## src/hdl/eav_pkg.sv

```systemverilog
// Shared constants, types and character-class helpers for the e-mail address validator.
package eav_pkg;

   localparam int CharWidth   = 8;
   localparam int LenWidth    = 8;
   localparam int CsrIdxWidth = 8;

   typedef logic [CharWidth-1:0]   char_type;
   typedef logic [LenWidth-1:0]    len_type;
   typedef logic [CsrIdxWidth-1:0] csr_idx_type;

   // register indexes of the configuration port
   localparam csr_idx_type CSR_MIN_LENGTH = csr_idx_type'(0);
   localparam csr_idx_type CSR_MAX_LENGTH = csr_idx_type'(1);

   // reset values of the length limits
   localparam len_type MIN_LENGTH_RESET = len_type'(8);
   localparam len_type MAX_LENGTH_RESET = len_type'(60);
   localparam len_type LEN_SATURATED    = '1;

   // special characters
   localparam char_type CHAR_AT     = char_type'(8'h40);
   localparam char_type CHAR_DOT    = char_type'(8'h2e);
   localparam char_type CHAR_DASH   = char_type'(8'h2d);
   localparam char_type CHAR_UPPER_A = char_type'(8'h41);
   localparam char_type CHAR_UPPER_Z = char_type'(8'h5a);
   localparam char_type CHAR_LOWER_A = char_type'(8'h61);
   localparam char_type CHAR_LOWER_Z = char_type'(8'h7a);
   localparam char_type CHAR_DIGIT_0 = char_type'(8'h30);
   localparam char_type CHAR_DIGIT_9 = char_type'(8'h39);
   localparam char_type CASE_OFFSET  = char_type'(8'h20);

   function automatic logic is_upper(input char_type c);
      return (c >= CHAR_UPPER_A) && (c <= CHAR_UPPER_Z);
   endfunction

   function automatic logic is_alnum(input char_type c);
      return is_upper(c) ||
             ((c >= CHAR_LOWER_A) && (c <= CHAR_LOWER_Z)) ||
             ((c >= CHAR_DIGIT_0) && (c <= CHAR_DIGIT_9));
   endfunction

   function automatic logic is_joiner(input char_type c);
      return (c == CHAR_DOT) || (c == CHAR_DASH);
   endfunction

endpackage

```

## src/hdl/eav_if.sv

```systemverilog
// Valid/ready channel interfaces for request, response and register writes.
interface eav_req_if;
   import eav_pkg::*;
   logic     valid;
   logic     ready;
   char_type char_in;
   logic     is_last;
   modport source (output valid, output char_in, output is_last, input ready);
   modport sink   (input valid, input char_in, input is_last, output ready);
endinterface

interface eav_rsp_if;
   import eav_pkg::*;
   logic     valid;
   logic     ready;
   char_type char_out;
   logic     end_mark;
   logic     accepted;
   modport source (output valid, output char_out, output end_mark, output accepted,
                   input ready);
   modport sink   (input valid, input char_out, input end_mark, input accepted,
                   output ready);
endinterface

interface eav_csr_if;
   import eav_pkg::*;
   logic        valid;
   logic        ready;
   csr_idx_type index;
   len_type     data;
   modport source (output valid, output index, output data, input ready);
   modport sink   (input valid, input index, input data, output ready);
endinterface

```

## src/hdl/email_address_validator_top.sv

```systemverilog
// Streaming e-mail address validator: one character in, one character out, verdict on the last.
//
// Takes one address character per request and returns one response per request: the same
// byte with interior letters lowercased, the last-character mark, and on the last character
// the verdict (1 = valid address). One request is taken every cycle unless the held response is stalled;
// each response appears in the response register in the cycle after its request and is
// held there while the sink stalls. Per-address state (saturating length, previous
// character, failure and '@'/'.' flags) clears after each last character. The length limits
// are written through the csr channel (index 0 = min_length, index 1 = max_length; other
// indexes are ignored) and should only be written while no address is in flight.
module email_address_validator_top (
   input  logic    clock,
   input  logic    reset,
   eav_req_if.sink   req_chan,
   eav_rsp_if.source rsp_chan,
   eav_csr_if.sink   csr_chan
);
   import eav_pkg::*;

   len_type  min_length_ff, min_length_in;
   len_type  max_length_ff, max_length_in;
   len_type  length_ff, length_in;
   char_type prev_char_ff, prev_char_in;
   logic     failed_ff, failed_in;
   logic     at_seen_ff, at_seen_in;
   logic     dot_seen_ff, dot_seen_in;

   logic     rsp_valid_ff, rsp_valid_in;
   char_type rsp_char_ff, rsp_char_in;
   logic     rsp_end_ff, rsp_end_in;
   logic     rsp_ok_ff, rsp_ok_in;

   logic     req_take;
   char_type c;
   logic     last, first, interior;
   len_type  len_next;
   logic     fail_now, fail_next, dot_next;
   char_type out_char;

   // accept whenever the response register is free or drains this cycle
   assign req_chan.ready = !rsp_valid_ff || rsp_chan.ready;
   assign req_take       = req_chan.valid && req_chan.ready;
   assign csr_chan.ready = 1'b1;

   // classify the current character
   always_comb begin
      c        = req_chan.char_in;
      last     = req_chan.is_last;
      first    = (length_ff == '0);
      interior = !first && !last;
      len_next = (length_ff == LEN_SATURATED) ? length_ff : length_ff + len_type'(1);
      fail_now = 1'b0;
      out_char = c;
      dot_next = dot_seen_ff;
      if (!first) begin
         if ((prev_char_ff == CHAR_AT) && !is_alnum(c)) begin
            fail_now = 1'b1;
         end
         if (is_joiner(prev_char_ff) && is_joiner(c)) begin
            fail_now = 1'b1;
         end
      end
      if (interior) begin
         if (c == CHAR_AT) begin
            if (!is_alnum(prev_char_ff)) begin
               fail_now = 1'b1;
            end
         end else if (c == CHAR_DOT) begin
            if (at_seen_ff) begin
               dot_next = 1'b1;
            end
         end else if (c == CHAR_DASH) begin
            // checked against the following character
         end else if (!is_alnum(c)) begin
            fail_now = 1'b1;
         end else if (is_upper(c)) begin
            out_char = c + CASE_OFFSET;
         end
      end else if (!is_alnum(c)) begin
         fail_now = 1'b1;
      end
      fail_next = failed_ff || fail_now;
   end

   // advance per-address state; clear it after the last character
   always_comb begin
      length_in    = length_ff;
      prev_char_in = prev_char_ff;
      failed_in    = failed_ff;
      at_seen_in   = at_seen_ff;
      dot_seen_in  = dot_seen_ff;
      if (req_take) begin
         if (last) begin
            length_in    = '0;
            prev_char_in = '0;
            failed_in    = 1'b0;
            at_seen_in   = 1'b0;
            dot_seen_in  = 1'b0;
         end else begin
            length_in    = len_next;
            prev_char_in = c;
            failed_in    = fail_next;
            at_seen_in   = at_seen_ff || (interior && (c == CHAR_AT));
            dot_seen_in  = dot_next;
         end
      end
   end

   // load the response register, hold it while stalled
   always_comb begin
      rsp_valid_in = rsp_valid_ff && !rsp_chan.ready;
      rsp_char_in  = rsp_char_ff;
      rsp_end_in   = rsp_end_ff;
      rsp_ok_in    = rsp_ok_ff;
      if (req_take) begin
         rsp_valid_in = 1'b1;
         rsp_char_in  = out_char;
         rsp_end_in   = last;
         rsp_ok_in    = last && !fail_next && dot_next &&
                        (len_next >= min_length_ff) && (len_next <= max_length_ff);
      end
   end

   // decode register writes
   always_comb begin
      min_length_in = min_length_ff;
      max_length_in = max_length_ff;
      if (csr_chan.valid) begin
         unique case (csr_chan.index)
            CSR_MIN_LENGTH: min_length_in = csr_chan.data;
            CSR_MAX_LENGTH: max_length_in = csr_chan.data;
            default: ;
         endcase
      end
   end

   always_ff @(posedge clock) begin
      if (reset) begin
         min_length_ff <= MIN_LENGTH_RESET;
         max_length_ff <= MAX_LENGTH_RESET;
         length_ff     <= '0;
         prev_char_ff  <= '0;
         failed_ff     <= 1'b0;
         at_seen_ff    <= 1'b0;
         dot_seen_ff   <= 1'b0;
         rsp_valid_ff  <= 1'b0;
      end else begin
         min_length_ff <= min_length_in;
         max_length_ff <= max_length_in;
         length_ff     <= length_in;
         prev_char_ff  <= prev_char_in;
         failed_ff     <= failed_in;
         at_seen_ff    <= at_seen_in;
         dot_seen_ff   <= dot_seen_in;
         rsp_valid_ff  <= rsp_valid_in;
      end
   end

   always_ff @(posedge clock) begin
      rsp_char_ff <= rsp_char_in;
      rsp_end_ff  <= rsp_end_in;
      rsp_ok_ff   <= rsp_ok_in;
   end

   assign rsp_chan.valid    = rsp_valid_ff;
   assign rsp_chan.char_out = rsp_char_ff;
   assign rsp_chan.end_mark = rsp_end_ff;
   assign rsp_chan.accepted = rsp_ok_ff;

endmodule
```

## src/flat_wrapper.sv

```systemverilog
// flat-port wrapper written by rule: the top's interface ports become plain ports
module email_address_validator_top_flat import eav_pkg::*;
  (clock, reset, req_chan_valid, req_chan_char_in, req_chan_is_last, req_chan_ready, rsp_chan_valid, rsp_chan_char_out, rsp_chan_end_mark, rsp_chan_accepted, rsp_chan_ready, csr_chan_valid, csr_chan_index, csr_chan_data, csr_chan_ready);
  eav_req_if req_chan_i ();
  eav_rsp_if rsp_chan_i ();
  eav_csr_if csr_chan_i ();
  input  logic clock;
  input  logic reset;
  input wire logic [$bits(req_chan_i.valid)-1:0] req_chan_valid;
  input wire logic [$bits(req_chan_i.char_in)-1:0] req_chan_char_in;
  input wire logic [$bits(req_chan_i.is_last)-1:0] req_chan_is_last;
  output wire logic [$bits(req_chan_i.ready)-1:0] req_chan_ready;
  output wire logic [$bits(rsp_chan_i.valid)-1:0] rsp_chan_valid;
  output wire logic [$bits(rsp_chan_i.char_out)-1:0] rsp_chan_char_out;
  output wire logic [$bits(rsp_chan_i.end_mark)-1:0] rsp_chan_end_mark;
  output wire logic [$bits(rsp_chan_i.accepted)-1:0] rsp_chan_accepted;
  input wire logic [$bits(rsp_chan_i.ready)-1:0] rsp_chan_ready;
  input wire logic [$bits(csr_chan_i.valid)-1:0] csr_chan_valid;
  input wire logic [$bits(csr_chan_i.index)-1:0] csr_chan_index;
  input wire logic [$bits(csr_chan_i.data)-1:0] csr_chan_data;
  output wire logic [$bits(csr_chan_i.ready)-1:0] csr_chan_ready;
  assign req_chan_i.valid = req_chan_valid;
  assign req_chan_i.char_in = req_chan_char_in;
  assign req_chan_i.is_last = req_chan_is_last;
  assign req_chan_ready = req_chan_i.ready;
  assign rsp_chan_valid = rsp_chan_i.valid;
  assign rsp_chan_char_out = rsp_chan_i.char_out;
  assign rsp_chan_end_mark = rsp_chan_i.end_mark;
  assign rsp_chan_accepted = rsp_chan_i.accepted;
  assign rsp_chan_i.ready = rsp_chan_ready;
  assign csr_chan_i.valid = csr_chan_valid;
  assign csr_chan_i.index = csr_chan_index;
  assign csr_chan_i.data = csr_chan_data;
  assign csr_chan_ready = csr_chan_i.ready;
  email_address_validator_top u_core (.clock(clock), .reset(reset), .req_chan(req_chan_i), .rsp_chan(rsp_chan_i), .csr_chan(csr_chan_i));
endmodule
```

## config.mk

```make
export PLATFORM = sky130hd
export DESIGN_NAME = email_address_validator_top_flat
export DESIGN_NICKNAME = d
export VERILOG_FILES = /design/src/hdl/eav_pkg.sv /design/src/hdl/eav_if.sv /design/src/hdl/email_address_validator_top.sv /design/src/flat_wrapper.sv
export SDC_FILE = /design/constraint.sdc
export NUM_CORES = 1
export LEC_CHECK = 0
export ABC_AREA = 1
export BUFFER_PORTS_ARGS = -buffer_cell sky130_fd_sc_hd__buf_2
export CAP_MARGIN = 25
export CORE_UTILIZATION = 57
export CTS_CLUSTER_DIAMETER = 80
export DETAILED_ROUTE_END_ITERATION = 10
export GPL_ROUTABILITY_DRIVEN = 0
export GPL_TIMING_DRIVEN = 1
export PLACE_DENSITY = 0.84
export SKIP_LAST_GASP = 1
export SYNTH_ARGS = -nofsm -noshare
export SYNTH_HDL_FRONTEND = slang
export SYNTH_SLANG_ARGS = --single-unit
```

## constraint.sdc

```tcl
create_clock -name clock -period 3.1 [get_ports clock]
set_input_delay 0.155 -clock clock [delete_from_list [all_inputs] [get_ports clock]]
set_output_delay 0.155 -clock clock [all_outputs]
set_load 0.01 [all_outputs]
```

# --- Word level (Yosys, flattened, before mapping) ---
# Cells that the tools add are included.
classes:
  add_sub_neg: 2
  n_lt_le_gt_ge: 14
  eq_ne: 8
  n_mux: 26
  reduce_logical: 35
op_table:
  columns: ["cell", "count"]
  rows:
  - ["$mux 8", 9]
  - ["$eq 8x6->1 const B", 4]
  - ["$ge 8x7->1 const B", 4]
  - ["$le 8x7->1 const B", 4]
  - ["$mux 1", 17]
  - ["$eq 8x7->1 const B", 2]
  - ["$ge 8x6->1 const B", 2]
  - ["$le 8x6->1 const B", 2]
  - ["$logic_and 1x1->1", 16]
  - ["$logic_not 8->1", 2]
  - ["$logic_or 1x1->1", 9]
  - ["$add 8x1->8 const B", 1]
  - ["$add 8x6->8 const B", 1]
  - ["$eq 8x1->1 const B", 1]
  - ["$eq 8x8->1 const B", 1]
  - ["$ge 8x8->1", 1]
  - ["$le 8x8->1", 1]
  - ["$logic_not 1->1", 6]
  - ["$reduce_and 2->1", 2]
word_totals:
  reg_bits: 46
  input_bits: 30
  out_inout_bits: 13
  elab_cells: 96

# --- Logic depth before layout (Yosys ltp) ---
depth:
  ltp_word: 20
  mapped_depth: 17
  depth_no_buf: 17

# --- Worst setup path before layout ---
# OpenSTA, ideal clock, no wires.
synth_timing:
  kind: "register to register"
  from: "register u_core.length_ff[0]"
  to: "register u_core.rsp_ok_ff (netlist: u_core.rsp_chan.accepted), data pin"
  setup_ns: 0.259
  arrival_ns: 1.864
  t_required_ns: 2.841
  slack_ns: 0.977
  stages_incl_launch_ff: 12
  n_path_buf: 0
  synth_period_minus_slack_ns: 2.123
  path_cell_list: "dfxtp_1 -> ha_1 -> nand2_1 -> nor3_2 -> nand3_2 -> nand2_1 -> o21ai_2 -> ha_1 -> a21oi_1 -> o21ai_0 -> a211oi_1 -> nor2_1"
synth_between:
  elab_chain_cells: 13
  elab_cells_between_ends: 22
  cone_classes: "1 x add/sub; 2 x order compare; 1 x eq/ne; 9 x mux; 9 x reduce/logical"
synth_lines:
  columns: ["item", "line", "text"]
  rows:
  - ["start: declaration", "email_address_validator_top.sv:22", "len_type length_ff, length_in;"]
  - ["start signal: assignment", "email_address_validator_top.sv:150", "length_ff <= length_in;"]
  - ["parallel branches: the longest is 12 deep, another holds $add 8x1->8", null, null]
  - ["$logic_and 1x1->1 (*)", "email_address_validator_top.sv:120", "(len_next >= min_length_ff) && (len_next <= max_length_ff);"]
  - ["end signal: assignment", "email_address_validator_top.sv:162", "rsp_ok_ff <= rsp_ok_in;"]
  - ["end: declaration", "email_address_validator_top.sv:31", "logic rsp_ok_ff, rsp_ok_in;"]
# Mark *: on every way between the ends.
# A chain may end at the register's enable or synchronous reset.

# --- Final worst setup path ---
# Ends and elaborated chain as after synthesis.

==> results.py <==
metrics = {
    "global_routing": {
        "use_met2_pct": 42.5,
        "grt_pass1_wl_um": 10400,
        "antenna_found_initial": 0,
        "grt_pass1_vias": 2343,
        "grt.busiest_layer": "met2",
        "grt_use_met1_pct": 35.0,
        "grt_max_degree": 19,
        "gr-total-overflow": 0,
        "grtUsageTotal_pct": 26.2,
        "use_met3_pct": 4.99,
    },
    "route": {
        "drt-total-wl_um": 5930,
        "ant_nets": 0,
        "firstDrtPassIters": 6,
        "via_per_inst": 5.35,
        "num_vias": 2508,
        "drc": 0,
        "wl_per_cell_um": 12.7,
        "dr.first_iter.drc_count": 191,
    },
    "floorplanning": {
        "ios": 43,
        "die_x_um": 70.9,
        "core_um2": 4470,
        "initial_utilization_pct": 60.5,
        "die_h_um": 70.9,
        "num_rows": 24,
        "die_area_um2": 5030,
    },
    "yosys": {
        "syn_area_per_cell_um2": 7.20,
        "synthesis.area_um2": 2710,
        "ys_seq_area_share_pct": 37.7,
        "yosysUniqueCellTypes": 31,
        "synthesis.instances": 376,
        "ys_seq_elements": 46,
        "synth-warning-count": 0,
        "synth_fp_nets": 426,
    },
    "power_and_ir_drop": {
        "clock_power_share_pct": 31.4,
        "powerDensity_nw_per_um2": 374,
        "total_power_mw": 1.13,
        "p_int_mw": 0.830,
        "ir_worst_vdd_mv": 0.240,
        "combPwrFrac_pct": 12.1,
        "seqPwrFrac_pct": 56.5,
        "p_leak_nw": 1.46,
        "swShare_pct": 26.2,
        "switching_power_mw": 0.295,
    },
    "setup_path": {
        "cp.required_ns": 3.26,
        "arrival_ns": 2.66,
        "startpoint_type": "flip-flop",
        "critPathMaxFanout": 5,
        "endpoint_kind": "flip-flop",
        "crit_type": "flip-flop to flip-flop",
    },
    "timing": {
        "period_share_pct": 80.5,
        "maxSlewHeadroom_pct": 56.0,
        "hold_viol_final": 0,
        "min_period_ns": 2.50,
        "clock_skew_ns": 0.00500,
        "tightest_slew_ns": 0.659,
        "tns_ns": 0,
        "fmax_mhz": 400,
        "rsz0062_at_grt": "false",
        "report.final.setup_viol": 0,
        "slew_violations": 0,
    },
    "clock_network": {
        "cts_resized": 0,
        "cts_buffer_depth": 2,
        "postCtsSetupBuffers": 0,
        "clock-root-buffer": "clkbuf_8",
        "clkTransAtPathRegs_ns": 0.08,
        "cts.sinks": 46,
        "clk_latency_ns": 0.30,
        "cts_max_level": 2,
        "postCtsHoldBufs": 0,
        "cts_tree": "done",
        "numCtsBuffers": 5,
    },
    "finish": {
        "antennaDiodeCount": 0,
        "drive_above_1_share_pct": 14.1,
        "nFillCells": 382,
        "nets": 466,
        "area_growth_pct": 11.1,
    },
    "place": {
        "hpwlAfterDp_um": 4520,
        "portBuffers": 41,
    },
    "job": {
        "max_cap_violations": 0,
    },
    "status": {
        "outcome": "completed",
    },
    "hold_path": {
        "hold_class": "primary input to flip-flop",
    },
}
## power by group through the flow
| stage | sequential [mW] | combinational (mW) | clock (mW) |
|---|---|---|---|
| 6_report | 0.636 | 0.136 | 0.354 |
| 3_3_place_gp | 0.649 | 0.132 | 0 |
| 5_1_grt | 0.637 | 0.156 | 0.387 |
| 4_1_cts | 0.636 | 0.136 | 0.363 |
| 3_5_place_dp | 0.650 | 0.135 | 0 |
| 2_1_floorplan | 0.653 | 0.0763 | 0 |
## worst max-delay path, cell delays in order, from the launching register on
cell     delay (ns)
dfxtp_1        0.42
ha_1           0.20
nand2_1        0.08
nor3_2         0.21
inv_1          0.08
xor2_1         0.13
nand2_1        0.12
ha_1           0.31
nand2_1        0.08
nor2_1         0.21
nand4_1        0.12
a21oi_1        0.16
nand4_1        0.13
nor2_1         0.12
## cell usage after synthesis (all sizes together)
cell | n | area share (%)
o31ai | 1 | 0.28
a21o | 1 | 0.28
nand3b | 2 | 1.0
o21ai | 17 | 3.6
buf | 7 | 1.8
o211ai | 2 | 0.92
o21bai | 1 | 0.28
nor2 | 35 | 4.9
a21oi | 39 | 7.2
ha | 20 | 9.2
nor3 | 6 | 1.3
nand4 | 6 | 1.4
clkbuf | 2 | 0.28
a31oi | 2 | 0.46
nand2 | 106 | 15
xor2 | 5 | 1.6
a211oi | 1 | 0.28
o22ai | 1 | 0.23
edfxtp | 10 | 11
inv | 53 | 7.3
dfxtp | 36 | 27
conb | 1 | 0.14
nor4 | 1 | 0.79
nand3 | 21 | 4.2
## area by class of cell
cell class	instances	area, um^2	share of cell area [%]
clock buffers	6	72.6	2.41
clock inverters	2	8.76	0.291
inverters	53	199	6.61
multi-input cells	268	1430	47.5
flip-flops and latches	46	1020	33.9
well taps	52	65.1	2.16
repair buffers	42	213	7.07
## worst paths after layout
check                               start  cells past startpoint  slack [ns]                  endpoint
setup / recovery      u_core.length_ff[0]                     13        0.60  u_core.rsp_chan.accepted
hold / removal             req_chan_valid                      3        0.09     u_core.rsp_chan.valid
hold reg to reg   u_core.min_length_ff[0]                      2        0.46   u_core.min_length_ff[0]
setup reg to reg      u_core.length_ff[0]                     13        0.60  u_core.rsp_chan.accepted
## kinds of logic (layout without fill, tap and decap cells)
logic type / Yosys count / in the layout / share of synthesized area, %
compound gates: 65 / 65 / 13.5
xor+xnor: 5 / 5 / 1.62
fa+ha+maj: 20 / 20 / 9.24
buf+inv: 62 / 103 / 9.47
flops: 46 / 46 / 37.7
other cells: 1 / 1 / 0.138
simple gates: 177 / 177 / 28.4
## state kept, by name, summed over array words and instances (netlist names)
register and flops:
u_core.rsp_chan.char_out 8, u_core.rsp_chan.valid 1, u_core.at_seen_ff 1, u_core.max_length_ff 8, u_core.min_length_ff 8, u_core.rsp_chan.end_mark 1
u_core.rsp_chan.accepted 1, u_core.failed_ff 1, u_core.dot_seen_ff 1, u_core.prev_char_ff 8, u_core.length_ff 8
## cell usage in the layout, fill, tap and decap left out
cell,Yosys,final
ha_1,20,20
o211ai_2,2,2
conb_1,1,1
nor3_2,1,1
o22ai_1,1,1
nand3_2,2,2
clkinv_2,0,1
o21ai_0,14,14
a21o_1,1,1
o31ai_1,1,1
clkinv_1,0,1
nand3_1,19,19
nor2_2,1,1
nor2_1,34,34
nand3b_1,1,1
o21ai_2,3,3
buf_2,4,41
nand3b_4,1,1
clkbuf_1,2,1
inv_1,53,53
xor2_1,5,5
buf_4,1,1
a211oi_1,1,1
a21oi_1,39,39
a31oi_1,2,2
o21bai_1,1,1
nor3_1,5,5
dfxtp_1,36,36
nand4_1,6,6
nor4_4,1,1
clkbuf_8,0,5
nand2_1,106,106
edfxtp_1,10,10
## stage by stage
| step | hold WS, ns | std cells | worst slack, ns | util, % | cell area [um^2] |
|---|---|---|---|---|---|
| final | 0.0910 | 469 | 0.603 | 67.3 | 3010 |
| after global routing | 0.0839 | 469 | 0.374 | 67.3 | 3010 |
| after CTS | 0.0842 | 469 | 0.645 | 67.3 | 3010 |
| after detailed placement | 0.404 | 461 | 0.653 | 65.5 | 2930 |
| after global placement | 0.406 | 461 | 0.796 | 65.5 | 2930 |
| after floorplan | 0.254 | 376 | 0.977 | - | 2710 |
## routing by layer
metal	share of wire, %	vias up
met4	1.6	0
met3	4.9	9
met5	0	-
li1	-	1293
met2	47	77
met1	46	1129
(Power assumes the default switching activity.)
